[config.mk]
export PLATFORM = sky130hd
export DESIGN_NAME = rssi_window_stats_dbm
export DESIGN_NICKNAME = d
export VERILOG_FILES = /design/src/rtl/core/rwsd_pkg.sv /design/src/rtl/core/rwsd_accum.sv /design/src/rtl/core/rwsd_serial_div.sv /design/src/rtl/core/rwsd_serial_mul.sv /design/src/rtl/core/rssi_window_stats_dbm.sv
export VERILOG_INCLUDE_DIRS = /design/src /design/src/rtl/core
export SDC_FILE = /design/constraint.sdc
export NUM_CORES = 1
export LEC_CHECK = 0
export BUFFER_PORTS_ARGS = -buffer_cell sky130_fd_sc_hd__buf_4
export CAP_MARGIN = 10
export CORE_ASPECT_RATIO = 0.7
export CORE_UTILIZATION = 45
export CTS_BUF_LIST = sky130_fd_sc_hd__clkbuf_2
export DETAILED_ROUTE_END_ITERATION = 16
export SYNTH_ARGS = -nofsm -noshare
export SYNTH_HDL_FRONTEND = slang
export SYNTH_SLANG_ARGS = --single-unit
export TNS_END_PERCENT = 20
[constraint.sdc]
create_clock -name clk -period 5.6 [get_ports clk]
set_clock_uncertainty 0.15 [all_clocks]
set_input_delay 0.56 -clock clk [delete_from_list [all_inputs] [get_ports clk]]
set_output_delay 0.56 -clock clk [all_outputs]
set_load 0.02 [all_outputs]
[src/rtl/core/rssi_window_stats_dbm_assert.svh]
// Assertion macros for the RSSI window statistics block.
// Every macro expects clk and rst_n in the scope where it is used.
`ifndef RSSI_WINDOW_STATS_DBM_ASSERT_SVH
`define RSSI_WINDOW_STATS_DBM_ASSERT_SVH

// Consequent must hold in the same cycle as the antecedent.
`define RWSD_ASSERT_NOW(label, ante, cons, msg) \
    label: assert property (@(posedge clk) disable iff (!rst_n) (ante) |-> (cons)) \
        else $error(msg);

// Consequent must hold in the cycle after the antecedent.
`define RWSD_ASSERT_NEXT(label, ante, cons, msg) \
    label: assert property (@(posedge clk) disable iff (!rst_n) (ante) |=> (cons)) \
        else $error(msg);

`endif

[src/rtl/core/rwsd_pkg.sv]
// Shared constants, types and state codes of the RSSI window statistics block.
// No dependencies; every other file of the block but the assertion header imports this package.
`timescale 1ns / 1ps

package rwsd_pkg;

    // Field widths.
    localparam int ADC_BITS  = 12;
    localparam int MV_BITS   = 12;
    localparam int CNT_W     = 8;
    localparam int DBM_W     = 16;
    localparam int OFFSET_W  = 14;
    localparam int RATIO_W   = 22;
    localparam int RATIO_FRAC = 16;

    // Stream and configuration widths.
    localparam int S_TDATA_W = ((ADC_BITS + MV_BITS + 7) / 8) * 8;
    localparam int M_TDATA_W = ((3 * ADC_BITS + DBM_W + 7) / 8) * 8;
    localparam int CFG_IDX_W = 3;
    localparam int CFG_DATA_W = RATIO_W;

    // Digit-serial window accumulator.
    localparam int SUM_W       = 20;
    localparam int DIGIT_W     = 5;
    localparam int N_DIGITS    = SUM_W / DIGIT_W;
    localparam int DIGIT_CNT_W = $clog2(N_DIGITS);

    // Shared bit-serial divider.
    localparam int DIV_N_W   = SUM_W + RATIO_FRAC;
    localparam int DIV_D_W   = SUM_W;
    localparam int DIV_CNT_W = $clog2(DIV_N_W + 1);

    // Shared bit-serial multiplier.
    localparam int MUL_A_W   = 18;
    localparam int MUL_B_W   = RATIO_W;
    localparam int MUL_P_W   = MUL_A_W + MUL_B_W;
    localparam int MUL_CNT_W = $clog2(MUL_A_W + 1);

    // Level arithmetic.
    localparam int MV_W   = MUL_A_W;
    localparam int QMAG_W = 17;
    localparam int LVL_W  = 19;

    localparam logic [RATIO_W-1:0] RATIO_MAX      = '1;
    localparam logic [RATIO_W-1:0] RATIO_RESET    = 22'd52838;
    localparam logic [CNT_W-1:0]   RATIO_MIN_MEAN = 8'd200;

    localparam logic signed [DBM_W-1:0] LEVEL_FLOOR = -16'sd30720;
    localparam logic signed [DBM_W-1:0] LEVEL_CEIL  = 16'sd0;

    // Configuration reset values.
    localparam logic [CNT_W-1:0]           WINDOW_LEN_RESET  = 8'd16;
    localparam logic [MV_BITS-1:0]         CAL_MV_LOW_RESET  = 12'd500;
    localparam logic [MV_BITS-1:0]         CAL_MV_HIGH_RESET = 12'd1500;
    localparam logic signed [DBM_W-1:0]    CAL_DBM_LOW_RESET  = -16'sd23040;
    localparam logic signed [DBM_W-1:0]    CAL_DBM_HIGH_RESET = -16'sd7680;
    localparam logic signed [OFFSET_W-1:0] CAL_OFFSET_RESET   = 14'sd0;

    // Configuration register indexes.
    typedef enum logic [CFG_IDX_W-1:0] {
        CFG_WINDOW_LEN    = 3'd0,
        CFG_NOMINAL_RATIO = 3'd1,
        CFG_CAL_MV_LOW    = 3'd2,
        CFG_CAL_MV_HIGH   = 3'd3,
        CFG_CAL_DBM_LOW   = 3'd4,
        CFG_CAL_DBM_HIGH  = 3'd5,
        CFG_CAL_OFFSET    = 3'd6
    } cfg_index_t;

    // Sequencer states.
    typedef enum logic [3:0] {
        S_IDLE,
        S_ACC,
        S_MEAN_GO,
        S_MEAN_WAIT,
        S_RATIO_GO,
        S_RATIO_WAIT,
        S_MV_GO,
        S_MV_WAIT,
        S_NUM_GO,
        S_NUM_WAIT,
        S_LVL_GO,
        S_LVL_WAIT,
        S_OUT
    } seq_state_t;

    // Status of a shared serial arithmetic unit.
    typedef struct packed {
        logic busy;
        logic done;
    } unit_status_t;

    // Control and status of the window accumulator.
    typedef struct packed {
        logic load;
        logic clear;
    } acc_ctl_t;

    typedef struct packed {
        logic busy;
        logic last;
        logic window_end;
    } acc_status_t;

endpackage

[src/rtl/core/rwsd_accum.sv]
// Digit-serial window accumulator: raw and mV sums, minimum, maximum, count.
// Depends on rwsd_pkg.
`timescale 1ns / 1ps

module rwsd_accum
    import rwsd_pkg::*;
(
    input  logic                clk,
    input  logic                rst_n,
    input  acc_ctl_t            ctl,
    input  logic [ADC_BITS-1:0] raw_sample,
    input  logic [MV_BITS-1:0]  mv_sample,
    input  logic [CNT_W-1:0]    window_len,
    output acc_status_t         status,
    output logic [SUM_W-1:0]    raw_sum,
    output logic [SUM_W-1:0]    mv_sum,
    output logic [ADC_BITS-1:0] low_seen,
    output logic [ADC_BITS-1:0] high_seen,
    output logic [CNT_W-1:0]    sample_count
);

    logic [SUM_W-1:0]       raw_sum_reg;
    logic [SUM_W-1:0]       mv_sum_reg;
    logic [SUM_W-1:0]       raw_op_reg;
    logic [SUM_W-1:0]       mv_op_reg;
    logic                   raw_carry_reg;
    logic                   mv_carry_reg;
    logic [DIGIT_CNT_W-1:0] digit_cnt_reg;
    logic [ADC_BITS-1:0]    low_reg;
    logic [ADC_BITS-1:0]    high_reg;
    logic [CNT_W-1:0]       count_reg;
    logic                   end_reg;

    logic [SUM_W-1:0]   raw_ext;
    logic [SUM_W-1:0]   mv_ext;
    logic               stepping;
    logic [DIGIT_W-1:0] raw_digit;
    logic [DIGIT_W-1:0] mv_digit;
    logic               raw_cin;
    logic               mv_cin;
    logic [DIGIT_W:0]   raw_dsum;
    logic [DIGIT_W:0]   mv_dsum;
    logic [SUM_W-1:0]   raw_op_shift;
    logic [SUM_W-1:0]   mv_op_shift;
    logic [CNT_W-1:0]   len_eff;
    logic [CNT_W-1:0]   count_inc;

    // One digit of each sum per cycle; the first digit is added as the sample arrives.
    always_comb
    begin
        raw_ext   = SUM_W'(raw_sample);
        mv_ext    = SUM_W'(mv_sample);
        stepping  = ctl.load || (digit_cnt_reg != '0);
        raw_digit = ctl.load ? raw_ext[DIGIT_W-1:0] : raw_op_reg[DIGIT_W-1:0];
        mv_digit  = ctl.load ? mv_ext[DIGIT_W-1:0] : mv_op_reg[DIGIT_W-1:0];
        raw_cin   = ctl.load ? 1'b0 : raw_carry_reg;
        mv_cin    = ctl.load ? 1'b0 : mv_carry_reg;
        raw_dsum  = {1'b0, raw_sum_reg[DIGIT_W-1:0]} + {1'b0, raw_digit}
                    + {{DIGIT_W{1'b0}}, raw_cin};
        mv_dsum   = {1'b0, mv_sum_reg[DIGIT_W-1:0]} + {1'b0, mv_digit}
                    + {{DIGIT_W{1'b0}}, mv_cin};
        raw_op_shift = (ctl.load ? raw_ext : raw_op_reg) >> DIGIT_W;
        mv_op_shift  = (ctl.load ? mv_ext : mv_op_reg) >> DIGIT_W;
        // A zero window length behaves as a window of one sample.
        len_eff   = (window_len == '0) ? CNT_W'(1) : window_len;
        count_inc = count_reg + 1'b1;
    end

    // Window state.
    always_ff @(posedge clk or negedge rst_n)
    begin
        if (!rst_n)
        begin
            raw_sum_reg   <= '0;
            mv_sum_reg    <= '0;
            raw_carry_reg <= 1'b0;
            mv_carry_reg  <= 1'b0;
            digit_cnt_reg <= '0;
            low_reg       <= '1;
            high_reg      <= '0;
            count_reg     <= '0;
            end_reg       <= 1'b0;
        end
        else if (ctl.clear)
        begin
            raw_sum_reg <= '0;
            mv_sum_reg  <= '0;
            low_reg     <= '1;
            high_reg    <= '0;
            count_reg   <= '0;
            end_reg     <= 1'b0;
        end
        else
        begin
            if (stepping)
            begin
                raw_sum_reg   <= {raw_dsum[DIGIT_W-1:0], raw_sum_reg[SUM_W-1:DIGIT_W]};
                mv_sum_reg    <= {mv_dsum[DIGIT_W-1:0], mv_sum_reg[SUM_W-1:DIGIT_W]};
                raw_carry_reg <= raw_dsum[DIGIT_W];
                mv_carry_reg  <= mv_dsum[DIGIT_W];
            end
            if (ctl.load)
            begin
                digit_cnt_reg <= DIGIT_CNT_W'(N_DIGITS - 1);
                if (raw_sample < low_reg)
                begin
                    low_reg <= raw_sample;
                end
                if (raw_sample > high_reg)
                begin
                    high_reg <= raw_sample;
                end
                count_reg <= count_inc;
                end_reg   <= (count_inc >= len_eff);
            end
            else if (digit_cnt_reg != '0)
            begin
                digit_cnt_reg <= digit_cnt_reg - 1'b1;
            end
        end
    end

    // Operand shift registers carry no state across samples.
    always_ff @(posedge clk)
    begin
        if (stepping)
        begin
            raw_op_reg <= raw_op_shift;
            mv_op_reg  <= mv_op_shift;
        end
    end

    assign status.busy       = (digit_cnt_reg != '0);
    assign status.last       = (digit_cnt_reg == DIGIT_CNT_W'(1));
    assign status.window_end = end_reg;
    assign raw_sum           = raw_sum_reg;
    assign mv_sum            = mv_sum_reg;
    assign low_seen          = low_reg;
    assign high_seen         = high_reg;
    assign sample_count      = count_reg;

endmodule

[src/rtl/core/rwsd_serial_div.sv]
// Restoring divider that produces one quotient bit per cycle.
// Depends on rwsd_pkg.
`timescale 1ns / 1ps

module rwsd_serial_div
    import rwsd_pkg::*;
(
    input  logic               clk,
    input  logic               rst_n,
    input  logic               start,
    input  logic [DIV_N_W-1:0] dividend,
    input  logic [DIV_D_W-1:0] divisor,
    output unit_status_t       status,
    output logic [DIV_N_W-1:0] quotient
);

    logic [DIV_N_W-1:0]   quo_reg;
    logic [DIV_D_W-1:0]   rem_reg;
    logic [DIV_D_W-1:0]   dsr_reg;
    logic [DIV_CNT_W-1:0] cnt_reg;
    logic                 done_reg;

    logic [DIV_D_W:0]   trial;
    logic [DIV_D_W:0]   diff;
    logic               fits;
    logic [DIV_D_W-1:0] rem_next;

    // Trial subtraction of the divisor from the partial remainder.
    always_comb
    begin
        trial    = {rem_reg, quo_reg[DIV_N_W-1]};
        diff     = trial - {1'b0, dsr_reg};
        fits     = (trial >= {1'b0, dsr_reg});
        rem_next = fits ? diff[DIV_D_W-1:0] : trial[DIV_D_W-1:0];
    end

    // Step counter and completion pulse.
    always_ff @(posedge clk or negedge rst_n)
    begin
        if (!rst_n)
        begin
            cnt_reg  <= '0;
            done_reg <= 1'b0;
        end
        else if (start)
        begin
            cnt_reg  <= DIV_CNT_W'(DIV_N_W);
            done_reg <= 1'b0;
        end
        else if (cnt_reg != '0)
        begin
            cnt_reg  <= cnt_reg - 1'b1;
            done_reg <= (cnt_reg == DIV_CNT_W'(1));
        end
        else
        begin
            done_reg <= 1'b0;
        end
    end

    // The dividend shifts out at the top while quotient bits enter at the bottom.
    always_ff @(posedge clk)
    begin
        if (start)
        begin
            quo_reg <= dividend;
            rem_reg <= '0;
            dsr_reg <= divisor;
        end
        else if (cnt_reg != '0)
        begin
            quo_reg <= {quo_reg[DIV_N_W-2:0], fits};
            rem_reg <= rem_next;
        end
    end

    assign status.busy = (cnt_reg != '0);
    assign status.done = done_reg;
    assign quotient    = quo_reg;

endmodule

[src/rtl/core/rwsd_serial_mul.sv]
// Shift-and-add multiplier that consumes one multiplier bit per cycle.
// Depends on rwsd_pkg.
`timescale 1ns / 1ps

module rwsd_serial_mul
    import rwsd_pkg::*;
(
    input  logic               clk,
    input  logic               rst_n,
    input  logic               start,
    input  logic [MUL_A_W-1:0] mul_a,
    input  logic [MUL_B_W-1:0] mul_b,
    output unit_status_t       status,
    output logic [MUL_P_W-1:0] product
);

    logic [MUL_P_W-1:0]   prod_reg;
    logic [MUL_B_W-1:0]   mcand_reg;
    logic [MUL_CNT_W-1:0] cnt_reg;
    logic                 done_reg;

    logic [MUL_B_W:0]   upper;
    logic [MUL_P_W-1:0] prod_next;

    // Add the multiplicand when the current multiplier bit is set, then shift right.
    always_comb
    begin
        upper     = {1'b0, prod_reg[MUL_P_W-1:MUL_A_W]}
                    + {1'b0, mcand_reg & {MUL_B_W{prod_reg[0]}}};
        prod_next = {upper, prod_reg[MUL_A_W-1:1]};
    end

    // Step counter and completion pulse.
    always_ff @(posedge clk or negedge rst_n)
    begin
        if (!rst_n)
        begin
            cnt_reg  <= '0;
            done_reg <= 1'b0;
        end
        else if (start)
        begin
            cnt_reg  <= MUL_CNT_W'(MUL_A_W);
            done_reg <= 1'b0;
        end
        else if (cnt_reg != '0)
        begin
            cnt_reg  <= cnt_reg - 1'b1;
            done_reg <= (cnt_reg == MUL_CNT_W'(1));
        end
        else
        begin
            done_reg <= 1'b0;
        end
    end

    // Partial product and multiplier share one shift register.
    always_ff @(posedge clk)
    begin
        if (start)
        begin
            prod_reg  <= {{MUL_B_W{1'b0}}, mul_a};
            mcand_reg <= mul_b;
        end
        else if (cnt_reg != '0)
        begin
            prod_reg <= prod_next;
        end
    end

    assign status.busy = (cnt_reg != '0);
    assign status.done = done_reg;
    assign product     = prod_reg;

endmodule

[src/rtl/core/rssi_window_stats_dbm.sv]
// Windowed RSSI statistics with a dBm level estimate. Within a window a sample's sums
// are built five bits a cycle in the window accumulator before the next sample is taken.
// The last sample of a window yields a result after up to three 36-step divisions and
// two 18-step products on the shared serial units.
// The next window starts once the result is in the output register; a stalled result blocks it.
// Reset (rst_n, asynchronous, active low) loads the register defaults and empties the window.
`timescale 1ns / 1ps

`include "rssi_window_stats_dbm_assert.svh"

module rssi_window_stats_dbm
    import rwsd_pkg::*;
(
    input  logic                  clk,
    input  logic                  rst_n,
    // Sample stream
    input  logic                  s_tvalid,
    output logic                  s_tready,
    input  logic [S_TDATA_W-1:0]  s_tdata,   // raw_sample, mv_sample
    // Result stream
    output logic                  m_tvalid,
    input  logic                  m_tready,
    output logic [M_TDATA_W-1:0]  m_tdata,   // mean_count, min_raw, max_raw, level_dbm, zero fill
    output logic                  m_tuser,   // ratio_updated
    // Configuration writes
    input  logic                  cfg_valid,
    output logic                  cfg_ready,
    input  logic [CFG_IDX_W-1:0]  cfg_index,
    input  logic [CFG_DATA_W-1:0] cfg_data
);

    seq_state_t state_reg;
    seq_state_t state_next;

    // Configuration registers and the running ratio.
    logic [CNT_W-1:0]           window_len_reg;
    logic [RATIO_W-1:0]         mv_per_count_reg;
    logic [MV_BITS-1:0]         cal_mv_low_reg;
    logic [MV_BITS-1:0]         cal_mv_high_reg;
    logic signed [DBM_W-1:0]    cal_dbm_low_reg;
    logic signed [DBM_W-1:0]    cal_dbm_high_reg;
    logic signed [OFFSET_W-1:0] cal_offset_reg;

    // Intermediate results of the end-of-window sequence.
    logic [ADC_BITS-1:0] mean_reg;
    logic                updated_reg;
    logic [MV_W-1:0]     mv_reg;
    logic                neg_reg;
    logic [QMAG_W-1:0]   qmag_reg;

    // Output register.
    logic [ADC_BITS-1:0]     out_mean_reg;
    logic [ADC_BITS-1:0]     out_min_reg;
    logic [ADC_BITS-1:0]     out_max_reg;
    logic signed [DBM_W-1:0] out_level_reg;
    logic                    out_updated_reg;
    logic                    m_tvalid_reg;

    // Unit connections.
    acc_ctl_t            acc_ctl;
    acc_status_t         acc_status;
    logic [SUM_W-1:0]    raw_sum;
    logic [SUM_W-1:0]    mv_sum;
    logic [ADC_BITS-1:0] low_seen;
    logic [ADC_BITS-1:0] high_seen;
    logic [CNT_W-1:0]    sample_count;

    logic               div_start;
    logic [DIV_N_W-1:0] div_dividend;
    logic [DIV_D_W-1:0] div_divisor;
    unit_status_t       div_status;
    logic [DIV_N_W-1:0] div_quot;

    logic               mul_start;
    logic [MUL_A_W-1:0] mul_a;
    logic [MUL_B_W-1:0] mul_b;
    unit_status_t       mul_status;
    logic [MUL_P_W-1:0] mul_prod;

    logic out_free;
    logic out_load;
    logic cfg_write;

    // Datapath terms.
    logic [SUM_W-1:0]        ratio_thresh;
    logic                    ratio_due;
    logic [RATIO_W-1:0]      ratio_sat;
    logic signed [MV_W:0]    mv_diff;
    logic signed [MV_W:0]    mv_diff_neg;
    logic [MV_W-1:0]         mv_mag;
    logic signed [DBM_W:0]   dbm_diff;
    logic signed [DBM_W:0]   dbm_diff_neg;
    logic [DBM_W-1:0]        dbm_mag;
    logic signed [MV_BITS:0] den;
    logic signed [MV_BITS:0] den_neg;
    logic [MV_BITS-1:0]      den_mag;
    logic                    den_zero;
    logic [QMAG_W-1:0]       qmag_sat;
    logic signed [LVL_W-1:0] base_level;
    logic signed [LVL_W-1:0] q_pos;
    logic signed [LVL_W-1:0] q_signed;
    logic signed [LVL_W-1:0] level_sum;
    logic signed [DBM_W-1:0] level_clamped;

    rwsd_accum u_accum (
        .clk          (clk),
        .rst_n        (rst_n),
        .ctl          (acc_ctl),
        .raw_sample   (s_tdata[ADC_BITS-1:0]),
        .mv_sample    (s_tdata[ADC_BITS+MV_BITS-1:ADC_BITS]),
        .window_len   (window_len_reg),
        .status       (acc_status),
        .raw_sum      (raw_sum),
        .mv_sum       (mv_sum),
        .low_seen     (low_seen),
        .high_seen    (high_seen),
        .sample_count (sample_count)
    );

    rwsd_serial_div u_div (
        .clk      (clk),
        .rst_n    (rst_n),
        .start    (div_start),
        .dividend (div_dividend),
        .divisor  (div_divisor),
        .status   (div_status),
        .quotient (div_quot)
    );

    rwsd_serial_mul u_mul (
        .clk     (clk),
        .rst_n   (rst_n),
        .start   (mul_start),
        .mul_a   (mul_a),
        .mul_b   (mul_b),
        .status  (mul_status),
        .product (mul_prod)
    );

    // Arithmetic around the shared units: ratio test, sign and magnitude, level.
    always_comb
    begin
        ratio_thresh = SUM_W'(sample_count) * SUM_W'(RATIO_MIN_MEAN);
        ratio_due    = (raw_sum > ratio_thresh);
        ratio_sat    = (div_quot[DIV_N_W-1:RATIO_W] != '0) ? RATIO_MAX
                                                          : div_quot[RATIO_W-1:0];

        mv_diff      = $signed({1'b0, mv_reg}) - $signed((MV_W + 1)'(cal_mv_low_reg));
        mv_diff_neg  = -mv_diff;
        mv_mag       = mv_diff[MV_W] ? mv_diff_neg[MV_W-1:0] : mv_diff[MV_W-1:0];

        dbm_diff     = (DBM_W + 1)'(cal_dbm_high_reg) - (DBM_W + 1)'(cal_dbm_low_reg);
        dbm_diff_neg = -dbm_diff;
        dbm_mag      = dbm_diff[DBM_W] ? dbm_diff_neg[DBM_W-1:0] : dbm_diff[DBM_W-1:0];

        den          = $signed({1'b0, cal_mv_high_reg}) - $signed({1'b0, cal_mv_low_reg});
        den_neg      = -den;
        den_mag      = den[MV_BITS] ? den_neg[MV_BITS-1:0] : den[MV_BITS-1:0];
        den_zero     = (den == '0);

        // Quotients beyond the saturated magnitude clamp the level either way.
        qmag_sat     = (div_quot[DIV_N_W-1:QMAG_W] != '0) ? '1 : div_quot[QMAG_W-1:0];

        base_level   = LVL_W'(cal_dbm_low_reg) + LVL_W'(cal_offset_reg);
        q_pos        = $signed(LVL_W'(qmag_reg));
        q_signed     = neg_reg ? -q_pos : q_pos;
        level_sum    = base_level + q_signed;
        if (level_sum < LEVEL_FLOOR)
        begin
            level_clamped = LEVEL_FLOOR;
        end
        else if (level_sum > LEVEL_CEIL)
        begin
            level_clamped = LEVEL_CEIL;
        end
        else
        begin
            level_clamped = level_sum[DBM_W-1:0];
        end
    end

    assign out_free  = !m_tvalid_reg || m_tready;
    assign cfg_ready = 1'b1;
    assign cfg_write = cfg_valid && cfg_ready;

    // Sequencer: next state.
    always_comb
    begin
        state_next = state_reg;
        unique case (state_reg)
            S_IDLE:
            begin
                if (s_tvalid)
                begin
                    state_next = S_ACC;
                end
            end
            S_ACC:
            begin
                if (acc_status.last)
                begin
                    state_next = acc_status.window_end ? S_MEAN_GO : S_IDLE;
                end
            end
            S_MEAN_GO:
            begin
                state_next = S_MEAN_WAIT;
            end
            S_MEAN_WAIT:
            begin
                if (div_status.done)
                begin
                    state_next = ratio_due ? S_RATIO_GO : S_MV_GO;
                end
            end
            S_RATIO_GO:
            begin
                state_next = S_RATIO_WAIT;
            end
            S_RATIO_WAIT:
            begin
                if (div_status.done)
                begin
                    state_next = S_MV_GO;
                end
            end
            S_MV_GO:
            begin
                state_next = S_MV_WAIT;
            end
            S_MV_WAIT:
            begin
                if (mul_status.done)
                begin
                    state_next = den_zero ? S_OUT : S_NUM_GO;
                end
            end
            S_NUM_GO:
            begin
                state_next = S_NUM_WAIT;
            end
            S_NUM_WAIT:
            begin
                if (mul_status.done)
                begin
                    state_next = S_LVL_GO;
                end
            end
            S_LVL_GO:
            begin
                state_next = S_LVL_WAIT;
            end
            S_LVL_WAIT:
            begin
                if (div_status.done)
                begin
                    state_next = S_OUT;
                end
            end
            S_OUT:
            begin
                if (out_free)
                begin
                    state_next = S_IDLE;
                end
            end
            default:
            begin
                state_next = S_IDLE;
            end
        endcase
    end

    // Sequencer: unit starts, operand selection and handshakes.
    always_comb
    begin
        s_tready      = 1'b0;
        acc_ctl.load  = 1'b0;
        acc_ctl.clear = 1'b0;
        div_start     = 1'b0;
        div_dividend  = '0;
        div_divisor   = '0;
        mul_start     = 1'b0;
        mul_a         = '0;
        mul_b         = '0;
        out_load      = 1'b0;
        unique case (state_reg)
            S_IDLE:
            begin
                s_tready     = 1'b1;
                acc_ctl.load = s_tvalid;
            end
            S_MEAN_GO:
            begin
                div_start    = 1'b1;
                div_dividend = DIV_N_W'(raw_sum);
                div_divisor  = DIV_D_W'(sample_count);
            end
            S_RATIO_GO:
            begin
                div_start    = 1'b1;
                div_dividend = {mv_sum, {RATIO_FRAC{1'b0}}};
                div_divisor  = raw_sum;
            end
            S_MV_GO:
            begin
                mul_start = 1'b1;
                mul_a     = MUL_A_W'(mean_reg);
                mul_b     = mv_per_count_reg;
            end
            S_NUM_GO:
            begin
                mul_start = 1'b1;
                mul_a     = mv_mag;
                mul_b     = MUL_B_W'(dbm_mag);
            end
            S_LVL_GO:
            begin
                div_start    = 1'b1;
                div_dividend = DIV_N_W'(mul_prod);
                div_divisor  = DIV_D_W'(den_mag);
            end
            S_OUT:
            begin
                out_load      = out_free;
                acc_ctl.clear = out_free;
            end
            default:
            begin
                s_tready = 1'b0;
            end
        endcase
    end

    // Control state, configuration and the stored ratio.
    always_ff @(posedge clk or negedge rst_n)
    begin
        if (!rst_n)
        begin
            state_reg        <= S_IDLE;
            m_tvalid_reg     <= 1'b0;
            window_len_reg   <= WINDOW_LEN_RESET;
            mv_per_count_reg <= RATIO_RESET;
            cal_mv_low_reg   <= CAL_MV_LOW_RESET;
            cal_mv_high_reg  <= CAL_MV_HIGH_RESET;
            cal_dbm_low_reg  <= CAL_DBM_LOW_RESET;
            cal_dbm_high_reg <= CAL_DBM_HIGH_RESET;
            cal_offset_reg   <= CAL_OFFSET_RESET;
        end
        else
        begin
            state_reg <= state_next;

            if (out_load)
            begin
                m_tvalid_reg <= 1'b1;
            end
            else if (m_tready)
            begin
                m_tvalid_reg <= 1'b0;
            end

            if (cfg_write)
            begin
                unique case (cfg_index_t'(cfg_index))
                    CFG_WINDOW_LEN:    window_len_reg   <= cfg_data[CNT_W-1:0];
                    CFG_NOMINAL_RATIO: mv_per_count_reg <= cfg_data[RATIO_W-1:0];
                    CFG_CAL_MV_LOW:    cal_mv_low_reg   <= cfg_data[MV_BITS-1:0];
                    CFG_CAL_MV_HIGH:   cal_mv_high_reg  <= cfg_data[MV_BITS-1:0];
                    CFG_CAL_DBM_LOW:   cal_dbm_low_reg  <= $signed(cfg_data[DBM_W-1:0]);
                    CFG_CAL_DBM_HIGH:  cal_dbm_high_reg <= $signed(cfg_data[DBM_W-1:0]);
                    CFG_CAL_OFFSET:    cal_offset_reg   <= $signed(cfg_data[OFFSET_W-1:0]);
                    default:           window_len_reg   <= window_len_reg;
                endcase
            end
            else if ((state_reg == S_RATIO_WAIT) && div_status.done)
            begin
                mv_per_count_reg <= ratio_sat;
            end
        end
    end

    // Intermediate and output payload registers.
    always_ff @(posedge clk)
    begin
        if (state_reg == S_MEAN_GO)
        begin
            updated_reg <= 1'b0;
        end
        if ((state_reg == S_MEAN_WAIT) && div_status.done)
        begin
            mean_reg <= div_quot[ADC_BITS-1:0];
        end
        if ((state_reg == S_RATIO_WAIT) && div_status.done)
        begin
            updated_reg <= 1'b1;
        end
        if ((state_reg == S_MV_WAIT) && mul_status.done)
        begin
            mv_reg   <= mul_prod[RATIO_FRAC +: MV_W];
            // Equal calibration points give a flat line through the lower point.
            qmag_reg <= '0;
        end
        if (state_reg == S_NUM_GO)
        begin
            neg_reg <= mv_diff[MV_W] ^ dbm_diff[DBM_W] ^ den[MV_BITS];
        end
        if ((state_reg == S_LVL_WAIT) && div_status.done)
        begin
            qmag_reg <= qmag_sat;
        end
        if (out_load)
        begin
            out_mean_reg    <= mean_reg;
            out_min_reg     <= low_seen;
            out_max_reg     <= high_seen;
            out_level_reg   <= level_clamped;
            out_updated_reg <= updated_reg;
        end
    end

    assign m_tvalid = m_tvalid_reg;
    assign m_tdata  = M_TDATA_W'({out_level_reg, out_max_reg, out_min_reg, out_mean_reg});
    assign m_tuser  = out_updated_reg;

    // Checks on the sequencer and the shared units.
    `RWSD_ASSERT_NOW(a_accept_acc_idle, s_tvalid && s_tready, !acc_status.busy, "sample taken while accumulator busy")
    `RWSD_ASSERT_NOW(a_div_start_idle, div_start, !div_status.busy, "divider restarted while busy")
    `RWSD_ASSERT_NOW(a_mul_start_idle, mul_start, !mul_status.busy, "multiplier restarted while busy")
    `RWSD_ASSERT_NOW(a_level_range, m_tvalid, (out_level_reg >= LEVEL_FLOOR) && (out_level_reg <= LEVEL_CEIL), "level outside clamp range")
    `RWSD_ASSERT_NEXT(a_ready_after_sample, (state_reg == S_ACC) && acc_status.last && !acc_status.window_end, s_tready, "not ready after a mid-window sample")

endmodule

# After elaboration in Yosys (flattened, before gate mapping)
# Index checks and enable logic that the tools add are counted.
[totals]
reg_bits = 449
latch_bits = 0
ramBits = 0
rom_bits = 0
output_inout_bits = 60
elab_cells = 218
mem_count = 0
[op_classes]
add_sub_neg = 19
mul = 1
div_mod_pow = 0
order_cmp = 7
eq_ne = 30
shifts = 0
muxes = 71
bitwise_logic = 4
n_reduce_logical = 41
[op_table]
columns = ["operator", "count"]
rows = [
  ["one-hot mux 36 bit (3 select lines)", 1],
  ["2-to-1 mux 20 bit", 5],
  ["2-to-1 mux 22 bit", 4],
  ["2-to-1 mux 12 bit", 7],
  ["2-to-1 mux 36 bit", 2],
  ["one-hot mux 20 bit (3 select lines)", 1],
  ["2-to-1 mux 18 bit", 3],
  ["one-hot mux 4 bit (13 select lines)", 1],
  ["2-to-1 mux 17 bit", 3],
  ["one-hot mux 22 bit (2 select lines)", 1],
  ["one-hot mux 18 bit (2 select lines)", 1],
  ["2-to-1 mux 16 bit", 2],
  ["2-to-1 mux 4 bit", 8],
  ["2-to-1 mux 8 bit", 3],
  ["adder 22 x 22 -> 23 bit", 1],
  ["bitwise AND 22 bit", 1],
  ["AND reduction 2 bit", 11],
  ["nonzero test 2 bit", 11],
  ["greater-or-equal comparator 21 x 20 -> 1 bit", 1],
  ["equality test 4 bit, second input constant", 5],
  ["> comparator 20 x 16 -> 1 bit", 1],
  ["2-to-1 mux 5 bit", 4],
  ["subtractor 20 bit", 1],
  ["adder 17 x 19 -> 19 bit", 1],
  ["other kinds (53)", 94],
]

# Longest topological paths before layout
# Gate-level depths: netlist of the first run.
[depth]
word_depth = 7
depth_mapped = 19
ltp_nobuf = 19

# Cells and area by module
# From an unflattened synthesis of the first run, not the netlist that was laid out.
[hier_totals]
cells_unflattened = 2750
hier_area_um2 = 27896.8
[modules_own_cells]
columns = ["module", "n_inst", "cells_per_inst", "area_per_inst_um2", "seq_area_each_um2"]
rows = [
  ["rssi_window_stats_dbm", 1, 1434, 14259.9, 5719.2],
  ["rwsd_accum", 1, 564, 5351.4, 2362.3],
  ["rwsd_serial_div", 1, 389, 4451.8, 2257.2],
  ["rwsd_serial_mul", 1, 363, 3833.7, 1791.7],
]

# Worst setup path before layout of the first run
# Ideal clock, no wire load.
[synth_timing]
path_type = "register to register"
from = "register qmag_reg[4]"
to = "register out_level_reg[14] (data pin)"
setup_ps = 268
arrival_ps = 4007
path_slack_ps = 1175
stages_incl_launch_ff = 19
n_path_buf = 2
period_less_slack_ps = 4425
cell_sequence = "edfxtp_1 -> or4_4 -> nor4_2 -> nand2b_1 -> nor3_1 -> nand2_1 -> o21ai_0 -> xnor2_1 -> fa_1 -> ha_1 -> clkbuf_1 -> nand4_1 -> o21ai_0 -> xnor2_1 -> nand2_1 -> or3_1 -> nand4_2 -> buf_4 -> nor3_1"
[synth_between]
elab_chain_cells = 5
[synth_rtl]
columns = ["item", "line_no", "text"]
rows = [
  ["start, declared", "rssi_window_stats_dbm.sv:49", "logic [QMAG_W-1:0] qmag_reg;"],
  ["start signal, assigned", "rssi_window_stats_dbm.sv:410", "qmag_reg <= qmag_sat;"],
  ["negation 17 -> 19 bit", "rssi_window_stats_dbm.sv:166", "q_signed = neg_reg ? -q_pos : q_pos;"],
  ["2-to-1 mux 19 bit *", "rssi_window_stats_dbm.sv:166", ""],
  ["adder 17 x 19 -> 19 bit *", "rssi_window_stats_dbm.sv:167", "level_sum = base_level + q_signed;"],
  ["< comparator 19 x 16 -> 1 bit / > comparator 19 x 1 -> 1 bit (equally long branches)", "rssi_window_stats_dbm.sv:168, rssi_window_stats_dbm.sv:172", ""],
  ["OR reduction 2 bit (no line)", "n/a", ""],
  ["end signal, assigned", "rssi_window_stats_dbm.sv:417", "out_level_reg <= level_clamped;"],
  ["end, declared", "rssi_window_stats_dbm.sv:55", "logic signed [DBM_W-1:0] out_level_reg;"],
]
# Mark *: on every way between the ends. The rest lies on a longest branch, timed or not.
# A chain may end at the register's enable or synchronous reset.

# Worst setup path in the final report of the first run
[layout_timing]
from = "register qmag_reg[4]"
to = "register out_level_reg[11] (data pin)"
[layout_between]
elab_chain_cells = 5
[layout_rtl]
columns = ["item", "line_no", "text"]
rows = [
  ["negation 17 -> 19 bit", "rssi_window_stats_dbm.sv:166", ""],
  ["2-to-1 mux 19 bit *", "rssi_window_stats_dbm.sv:166", ""],
  ["adder 17 x 19 -> 19 bit *", "rssi_window_stats_dbm.sv:167", ""],
  ["> comparator 19 x 1 -> 1 bit", "rssi_window_stats_dbm.sv:172", "else if (level_sum > LEVEL_CEIL)"],
  ["2-to-1 mux 16 bit", "rssi_window_stats_dbm.sv:172", ""],
]
# Marked as above.

==> results of run 1 <==
worst max-delay path: cells and delay by family, from the launching register on:
kind            cells  cell delay (ns)
simple gates        8             1.87
flops               1             0.43
fa+ha+maj           2             0.92
xor+xnor            2             0.33
compound gates      4             1.01
buf+inv             1             0.05
worst max-delay path by stage:
stage,depth (start not counted),endpoint,from
after floorplan,18,out_level_reg[14]$_SDFFCE_PP0P_,qmag_reg[4]$_SDFFCE_PN0P_
after global placement,17,out_level_reg[11]$_SDFFCE_PP1P_,qmag_reg[4]$_SDFFCE_PN0P_
after detailed placement,17,out_level_reg[11]$_SDFFCE_PP1P_,qmag_reg[2]$_SDFFCE_PN0P_
after CTS,16,out_level_reg[11]$_SDFFCE_PP1P_,qmag_reg[4]$_SDFFCE_PN0P_
after global routing,16,out_level_reg[11]$_SDFFCE_PP1P_,qmag_reg[4]$_SDFFCE_PN0P_
final,17,out_level_reg[11]$_SDFFCE_PP1P_,qmag_reg[4]$_SDFFCE_PN0P_
per-stage QoR:
stage                     utilization  cell area, µm²  total power [mW]  setup slack [ns]
after floorplan                     -           26100              10.5              1.17
after global placement          0.486           27700              12.3             0.755
after detailed placement        0.486           27700              12.5             0.700
after CTS                       0.524           29900              15.1             0.655
after global routing            0.524           29900              16.3             0.199
final                           0.524           29900              15.1             0.609
cell usage after synthesis (13+ instances only):
cell	n	share of area
sky130_fd_sc_hd__a211oi_1	27	0.0078
sky130_fd_sc_hd__a21o_1	47	0.014
sky130_fd_sc_hd__a21oi_1	155	0.030
sky130_fd_sc_hd__a222oi_1	35	0.013
sky130_fd_sc_hd__a22oi_1	20	0.0057
sky130_fd_sc_hd__a31oi_1	19	0.0045
sky130_fd_sc_hd__and2_1	49	0.012
sky130_fd_sc_hd__and3_1	13	0.0031
sky130_fd_sc_hd__clkbuf_1	91	0.013
sky130_fd_sc_hd__dfrtp_1	152	0.15
sky130_fd_sc_hd__dfstp_2	43	0.043
sky130_fd_sc_hd__dfxtp_1	43	0.033
sky130_fd_sc_hd__edfxtp_1	211	0.24
sky130_fd_sc_hd__fa_1	31	0.024
sky130_fd_sc_hd__ha_1	191	0.091
sky130_fd_sc_hd__inv_1	216	0.031
sky130_fd_sc_hd__mux2_2	46	0.020
sky130_fd_sc_hd__nand2_1	317	0.046
sky130_fd_sc_hd__nand2b_1	39	0.0093
sky130_fd_sc_hd__nand3_1	41	0.0079
sky130_fd_sc_hd__nand4_1	18	0.0043
sky130_fd_sc_hd__nor2_1	127	0.018
sky130_fd_sc_hd__nor2b_1	24	0.0057
sky130_fd_sc_hd__nor3_1	40	0.0077
sky130_fd_sc_hd__nor4_1	13	0.0031
sky130_fd_sc_hd__o211ai_1	19	0.0055
sky130_fd_sc_hd__o21a_1	33	0.0095
sky130_fd_sc_hd__o21ai_0	183	0.035
sky130_fd_sc_hd__o21bai_1	15	0.0043
sky130_fd_sc_hd__o31ai_1	30	0.0086
sky130_fd_sc_hd__xnor2_1	105	0.035
sky130_fd_sc_hd__xor2_1	50	0.017
repair_timing:
action | CTS | global route
resized for setup | 0 | 0
hold endpoints to repair | 325 | 0
hold buffers | 112 | 0
power by group through the flow:
stage	combinational (mW)	clock [mW]	sequential, mW
6_report	7.00	2.34	5.73
5_1_grt	7.88	2.57	5.83
4_1_cts	6.96	2.40	5.71
3_5_place_dp	6.74	0	5.77
3_3_place_gp	6.58	0	5.75
2_1_floorplan	5.28	0	5.23
cells by family (layout without fill, tap and decap cells):
kind of cell	count (synthesis)	count (layout)	synth area share
compound gates	665	665	0.167
simple gates	721	721	0.129
flops	449	449	0.464
mux	56	56	0.0237
other cells	2	8	0.000287
fa+ha+maj	222	222	0.115
xor+xnor	156	156	0.0526
buf+inv	327	676	0.0486
final cells by class:
type                       count  share of cell area
antenna                        3            0.000251
clock buffer                 160              0.0267
tap                          750              0.0313
clock inverter                47             0.00907
multi-input combinational   1825               0.427
inverter                     219              0.0275
sequential                   449               0.405
timing repair buffer         250              0.0733
layer usage:
metal	track usage	vias to the layer above	part of all wire	routed length, µm
li1	-	9816	-	-
met1	0.389	9975	0.49	37100
met2	0.363	672	0.41	31000
met3	0.0634	126	0.081	6140
met4	0.0843	4	0.024	1840
met5	0	-	0.00045	34
==> tab_implementation.tex, run 1 <==
\begin{tabular}{lr}
\hline
Metric & Value \\
\hline
\multicolumn{2}{l}{\textbf{STA}} \\
Total negative slack & 0 ns \\
Max-slew violation count & 0 \\
RSZ-0062 raised after global routing & false \\
Remaining max-slew budget at the tightest pin & 0.196 \\
Final critical path time including I/O delays and setup & around 5.0 ns \\
Number of hold violations in the final report & 0 \\
Upper clock frequency limit & around 0.2 GHz \\
Final setup violation count & 0 \\
Worst slew pin tran & approximately 1.2 ns \\
Final Cycle Share & 0.891 \\
Final worst hold slack & 0.139 ns \\
\multicolumn{2}{l}{\textbf{Yosys}} \\
Number of standard cells after synthesis & 2598 \\
Most used flip-flop cell after synthesis & sky130\_fd\_sc\_hd\_\_edfxtp\_1 \\
Post-synthesis async set-or-reset flop share & 0.434 \\
Sequential area share after synthesis & 0.464 \\
Number of enable-type register cells in the synthesized netlist & roughly 210 \\
Register bit count reported by yosys & between 400 and 500 \\
Post-synthesis instance area & 26100 µm² \\
Post-Synthesis Mean Instance Area & around 10 µm² \\
Cell variety after synth & 90 \\
Yosys Warn Count & 0 \\
\multicolumn{2}{l}{\textbf{Place}} \\
Placer's final routability congestion estimate & 0.917 \\
I/O Buffers & approximately 110 \\
Number of instances in the placed design & around 3400 \\
Post-DP HPWL & roughly 54000 µm \\
\multicolumn{2}{l}{\textbf{Power and ir drop}} \\
Cell internal pwr & between 8 and 9 mW \\
Cell leakage power & about 13 nW \\
Power per cell area & 503 nW/µm² \\
Clock network fraction of total power & 0.155 \\
Sequential power share & 0.380 \\
Switching power summed over all nets & between 6 and 7 mW \\
Portion of total power attributed to combinational logic & 0.465 \\
Worst IR Drop VDD & 0.000189 V \\
Switching Fraction & 0.433 \\
\multicolumn{2}{l}{\textbf{Floorplanning}} \\
Starting density of the core & 0.458 \\
Core region area & around 57000 µm² \\
Die area & 59000 µm² \\
Top-level I/O count & around 110 \\
Site Rows & between 70 and 80 \\
Die Y & $\sim$200 µm \\
Die width & 290 µm \\
\multicolumn{2}{l}{\textbf{Hold path}} \\
Worst-case hold path end point & cal\_mv\_low\_reg[11]\$\_DFFE\_PN0P\_ \\
Hold path cells & 4 \\
Worst hold path type & input pin to register \\
Startpoint of the worst hold path & cfg\_data[11] \\
\multicolumn{2}{l}{\textbf{Finish}} \\
Multi-input gate area & between 10000 and 15000 µm² \\
Storage cell area & around 12000 µm² \\
Number of flip-flops under the largest register name & 40 \\
Layout fillers & between 5000 and 6000 \\
Non-filler instance count after layout & 3703 \\
Leading cell type in the layout, fill and taps excluded & sky130\_fd\_sc\_hd\_\_nand2\_1 \\
Most frequent cells in the layout & 317 x sky130\_fd\_sc\_hd\_\_nand2\_1, 216 x sky130\_fd\_sc\_hd\_\_inv\_1, 211 x sky130\_fd\_sc\_hd\_\_edfxtp\_1, 191 x sky130\_fd\_sc\_hd\_\_ha\_1, 182 x sky130\_fd\_sc\_hd\_\_o21ai\_0 \\
Synth-to-Final Area Change & 14.6\% \\
Number of nets at the end of the flow & around 3100 \\
Share of layout cells above drive strength 1 & 0.154 \\
\multicolumn{2}{l}{\textbf{CTS}} \\
Num Clock Sinks & between 400 and 500 \\
Depth of the CTS H-tree & 3 \\
Worst-path clk slew & 0.12 ns \\
Number of buffers inserted to repair setup after CTS & 0 \\
Number of buffers added by the clock tree synthesis step & 109 \\
Max Root-Sink Buffers & 3 \\
Clk root buf & sky130\_fd\_sc\_hd\_\_clkbuf\_2 \\
CTS tree & yes \\
Worst skew pair latency & roughly 1.2 ns \\
\multicolumn{2}{l}{\textbf{Setup path}} \\
RR Endpoint & out\_level\_reg[11]\$\_SDFFCE\_PP1P\_ \\
Reg2reg start & qmag\_reg[4]\$\_SDFFCE\_PN0P\_ \\
Critical setup path kind & register to register \\
Longest individual stage delay on the worst path & a little under 0.6 ns \\
Depth of the most critical reg-to-reg path & 17 \\
Critical path launch point type & register \\
Peak fanout along the critical path & 15 \\
Critical path data arrival time & approximately 5.7 ns \\
Internal reg-to-reg setup slack & between 0.6 and 0.7 ns \\
Cell occurring most often along the worst timing path & sky130\_fd\_sc\_hd\_\_xor2\_1 \\
Category of the worst setup path capture point & register \\
Cell type of the slowest stage on the worst timing path & sky130\_fd\_sc\_hd\_\_or4\_4 \\
Data required time at the worst endpoint & about 6.3 ns \\
Critical Path, Cell by Cell & or4\_4, nor4\_2, nand2b\_1, nor3\_1, nand2\_1, o31ai\_1, xor2\_1, fa\_1, inv\_1, ha\_1, nand3\_1, a21boi\_0, nor2\_1, o221ai\_1, xor2\_1, nand4\_2, o21a\_1 \\
\multicolumn{2}{l}{\textbf{Global routing}} \\
Via count of the first global-routing pass & between 20000 and 25000 \\
Wire length of the first global-routing pass & about 120000 µm \\
GRT Util Overall & 0.260 \\
Initial antenna violation count & 3 \\
Maximum number of pins on one net before global-route repair & between 100 and 150 \\
Grt total ovfl & 0 \\
\multicolumn{2}{l}{\textbf{Route}} \\
Number of design rule violations left after detail routing & 0 \\
Number of routed nets with antenna violations & 0 \\
Average wire per cell in the routed design & slightly above 20 µm \\
Count of vias placed by the detailed router & slightly above 20000 \\
Vias per cell & 5.56 \\
Routed wire length & between 70000 and 80000 µm \\
Initial DRC Count & between 1500 and 2000 \\
First-pass detailed-route iteration total & 7 \\
\multicolumn{2}{l}{\textbf{Run status}} \\
Outcome & finished, final reports clean \\
\multicolumn{2}{l}{\textbf{Flow run}} \\
Max capacitance violation total & 0 \\
\hline
\end{tabular}
(Power assumes the default switching activity.)
==> run 2: changes to the inputs <==
CORE_UTILIZATION = 40   (was 45)
==> run 2 against run 1 <==
Critical path type unchanged. Combinational power barely moved. Critical path depth fell by 1. Count of clock-buffer cells in the layout rose by 21. Clock power barely moved. Register-to-register slack got worse by 0.04 ns. Via count rose by 1.7%. Core utilization fell by 5.0 points. Highest routed layer is now met4. Critical endpoint unchanged. Fmax fell by 0.72%.
==> tab_implementation.tex, run 2 (synthesis results as in run 1) <==
\begin{tabular}{lr}
\hline
Metric & Value \\
\hline
\multicolumn{2}{l}{\textbf{CTS}} \\
Worst skew pair latency & 1.24 ns (+0.05 ns) \\
Depth of the CTS H-tree & 3 (unchanged) \\
Worst-path clk slew & 0.13 ns (about the same) \\
Number of buffers added by the clock tree synthesis step & 112 (+2.8\%) \\
Number of buffers added to fix hold violations after cts & 132 (+18\%) \\
Num Clock Sinks & 449 (unchanged) \\
Clk root buf & sky130\_fd\_sc\_hd\_\_clkbuf\_2 \\
CTS tree & yes \\
Number of resized instances in the post-cts repair step & 0 (unchanged) \\
Max Root-Sink Buffers & 3 (unchanged) \\
Number of buffers inserted to repair setup after CTS & 0 (unchanged) \\
\multicolumn{2}{l}{\textbf{Power and ir drop}} \\
Cell leakage power & 13.5 nW (+0.82\%) \\
Power per cell area & 500 nW/µm² (-0.75\%) \\
Worst IR Drop VDD & 0.000261 V (+38\%) \\
\multicolumn{2}{l}{\textbf{Route}} \\
Met3 wire len & 6410 µm (+4.4\%) \\
Average wire per cell in the routed design & 20.1 µm (-2.0\%) \\
Vias per cell & 5.44 (-2.3\%) \\
Number of routed nets with antenna violations & 0 (unchanged) \\
Routed wire length & 77500 µm (+1.9\%) \\
Count of vias placed by the detailed router & 20900 (+1.7\%) \\
Uppermost layer routed & met4 \\
Number of design rule violations left after detail routing & 0 (unchanged) \\
Metal1 wirelength & 37000 µm (-0.16\%) \\
Initial DRC Count & 1780 (-4.9\%) \\
DR WL met2 & 32800 µm (+6.0\%) \\
First-pass detailed-route iteration total & 9 (+2) \\
\multicolumn{2}{l}{\textbf{STA}} \\
RSZ-0062 raised after global routing & false \\
Remaining max-slew budget at the tightest pin & 0.208 (+0.0121) \\
Number of hold violations in the final report & 0 (unchanged) \\
Total negative slack & 0 ns (unchanged) \\
Final Cycle Share & 0.898 (+0.00647) \\
Upper clock frequency limit & 0.199 GHz (-0.72\%) \\
Final Worst Setup Slack & 0.573 ns (-0.0362 ns) \\
Worst slew pin tran & 1.18 ns (-0.0181 ns) \\
Final critical path time including I/O delays and setup & 5.03 ns (+0.0362 ns) \\
Max-slew violation count & 0 (unchanged) \\
Final setup violation count & 0 (unchanged) \\
\multicolumn{2}{l}{\textbf{Place}} \\
Pre-CTS setup slack & 0.594 ns (-0.106 ns) \\
I/O Buffers & 108 (unchanged) \\
Post-DP HPWL & 55000 µm (+1.1\%) \\
Placer's final routability congestion estimate & 0.919 (+0.21\%) \\
\multicolumn{2}{l}{\textbf{Hold path}} \\
Worst hold path type & input pin to register \\
\multicolumn{2}{l}{\textbf{Finish}} \\
Most frequent cells in the layout & 317 x sky130\_fd\_sc\_hd\_\_nand2\_1, 216 x sky130\_fd\_sc\_hd\_\_inv\_1, 211 x sky130\_fd\_sc\_hd\_\_edfxtp\_1, 191 x sky130\_fd\_sc\_hd\_\_ha\_1, 182 x sky130\_fd\_sc\_hd\_\_o21ai\_0 \\
Number of nets at the end of the flow & 3154 (+0.77\%) \\
Leading cell type in the layout, fill and taps excluded & sky130\_fd\_sc\_hd\_\_nand2\_1 \\
Share of layout cells above drive strength 1 & 0.156 (+0.00230) \\
Layout fillers & 6004 (+16\%) \\
Multi-input gate area & 12800 µm² (about the same) \\
Synth-to-Final Area Change & 16.0\% \\
Storage cell area & 12100 µm² (unchanged) \\
Number of flip-flops under the largest register name & 40 (unchanged) \\
\multicolumn{2}{l}{\textbf{Setup path}} \\
Cell occurring most often along the worst timing path & sky130\_fd\_sc\_hd\_\_o21ai\_0 \\
Cell type of the slowest stage on the worst timing path & sky130\_fd\_sc\_hd\_\_xnor2\_2 \\
Longest individual stage delay on the worst path & 0.60 ns (about the same) \\
Category of the worst setup path capture point & register \\
Data required time at the worst endpoint & 6.43 ns (+0.14 ns) \\
Critical Path, Cell by Cell & or4\_4, nor4\_2, nand2b\_1, nor3\_1, nand2\_1, o21ai\_0, xnor2\_1, fa\_1, ha\_1, nand4\_1, o21ai\_0, a21o\_1, a21oi\_1, xnor2\_2, inv\_1, o21a\_1 \\
Critical setup path kind & register to register \\
Critical path launch point type & register \\
Critical path data arrival time & 5.86 ns (+0.18 ns) \\
Peak fanout along the critical path & 15 (unchanged) \\
\multicolumn{2}{l}{\textbf{Floorplanning}} \\
Top-level I/O count & 114 (unchanged) \\
Core region area & 63900 µm² (+12\%) \\
Die Y & 216 µm (+6.0\%) \\
Die area & 66400 µm² (+12\%) \\
Site Rows & 77 (+5.5\%) \\
Starting density of the core & 0.409 (-0.0486) \\
Die width & 307 µm (+6.0\%) \\
\multicolumn{2}{l}{\textbf{Global routing}} \\
Initial antenna violation count & 7 (+4) \\
GRT Util Overall & 0.236 (-0.0232) \\
Wire length of the first global-routing pass & 120000 µm (+2.3\%) \\
Maximum number of pins on one net before global-route repair & 110 (-3.5\%) \\
Via count of the first global-routing pass & 20500 (+0.49\%) \\
Grt total ovfl & 0 (unchanged) \\
\multicolumn{2}{l}{\textbf{Flow run}} \\
Max capacitance violation total & 0 (unchanged) \\
\multicolumn{2}{l}{\textbf{Run status}} \\
Outcome & finished, final reports clean \\
\hline
\end{tabular}
-- run 2: area by class of cell --
| cell class | instances | area share |
|---|---|---|
| Antenna cell | 5 | 0.000413 |
| Clock buffer | 181 | 0.0299 |
| Clock inverter | 32 | 0.00557 |
| Inverter | 219 | 0.0272 |
| Multi-Input combinational cell | 1825 | 0.421 |
| Sequential cell | 449 | 0.400 |
| Tap cell | 869 | 0.0359 |
| Timing Repair Buffer | 271 | 0.0792 |
-- run 2: stage by stage --
stage	total power [mW]	instance area [µm²]	instances	hold WS, ns	utilization
after detailed placement	12.5	27900	3501	0.291	0.436
final	15.1	30300	3851	0.111	0.474
after CTS	15.2	30300	3846	0.000626	0.474
after floorplan	10.5	26100	2601	0.114	-
after global placement	12.3	27900	3501	0.295	0.436
after global routing	16.4	30300	3850	0.000440	0.474
-- run 2: worst max-delay path, delay by kind of cell (launching register included) --
family	cells	cell delay [ns]
xor gates and xnor gates	2	0.77
AOI/OAI and AO/OA	5	1.01
buffers and inverters	1	0.14
and+or+nand+nor	6	1.41
adders and majority gates	2	0.91
DFF	1	0.44
-- run 2: metal layers --
layer / global-route usage / vias to the layer above
li1: - / 9878
met1: 0.354 / 10300
met2: 0.340 / 706
met3: 0.0550 / 91
met4: 0.0602 / 0
met5: 0 / -
-- run 2: power breakdown --
group / leakage [nW] / switching [mW] / internal (mW)
Clock: 0.830 / 1.46 / 0.907
Combinational: 7.81 / 4.00 / 3.02
Sequential: 4.83 / 1.07 / 4.68
-- run 2: path summary, 6_finish.rpt --
kind | startpoint | end | slack (ns) | depth (start not counted)
worst min register to register | mean_reg[2]$_DFFE_PP_ | out_mean_reg[2]$_DFFE_PP_ | 0.31 | 0
max in group asynchronous | rst_n | cal_offset_reg[7]$_DFFE_PN0P_ | 4.17 | 4
min in group asynchronous | rst_n | u_accum.low_seen[9]$_DFFE_PN1P_ | 0.42 | 3
worst max-delay path | qmag_reg[5]$_SDFFCE_PN0P_ | out_level_reg[11]$_SDFFCE_PP1P_ | 0.57 | 16
worst max register to register | qmag_reg[5]$_SDFFCE_PN0P_ | out_level_reg[11]$_SDFFCE_PP1P_ | 0.57 | 16
worst min-delay path | cfg_data[9] | cal_dbm_low_reg[9]$_DFFE_PN1P_ | 0.11 | 4
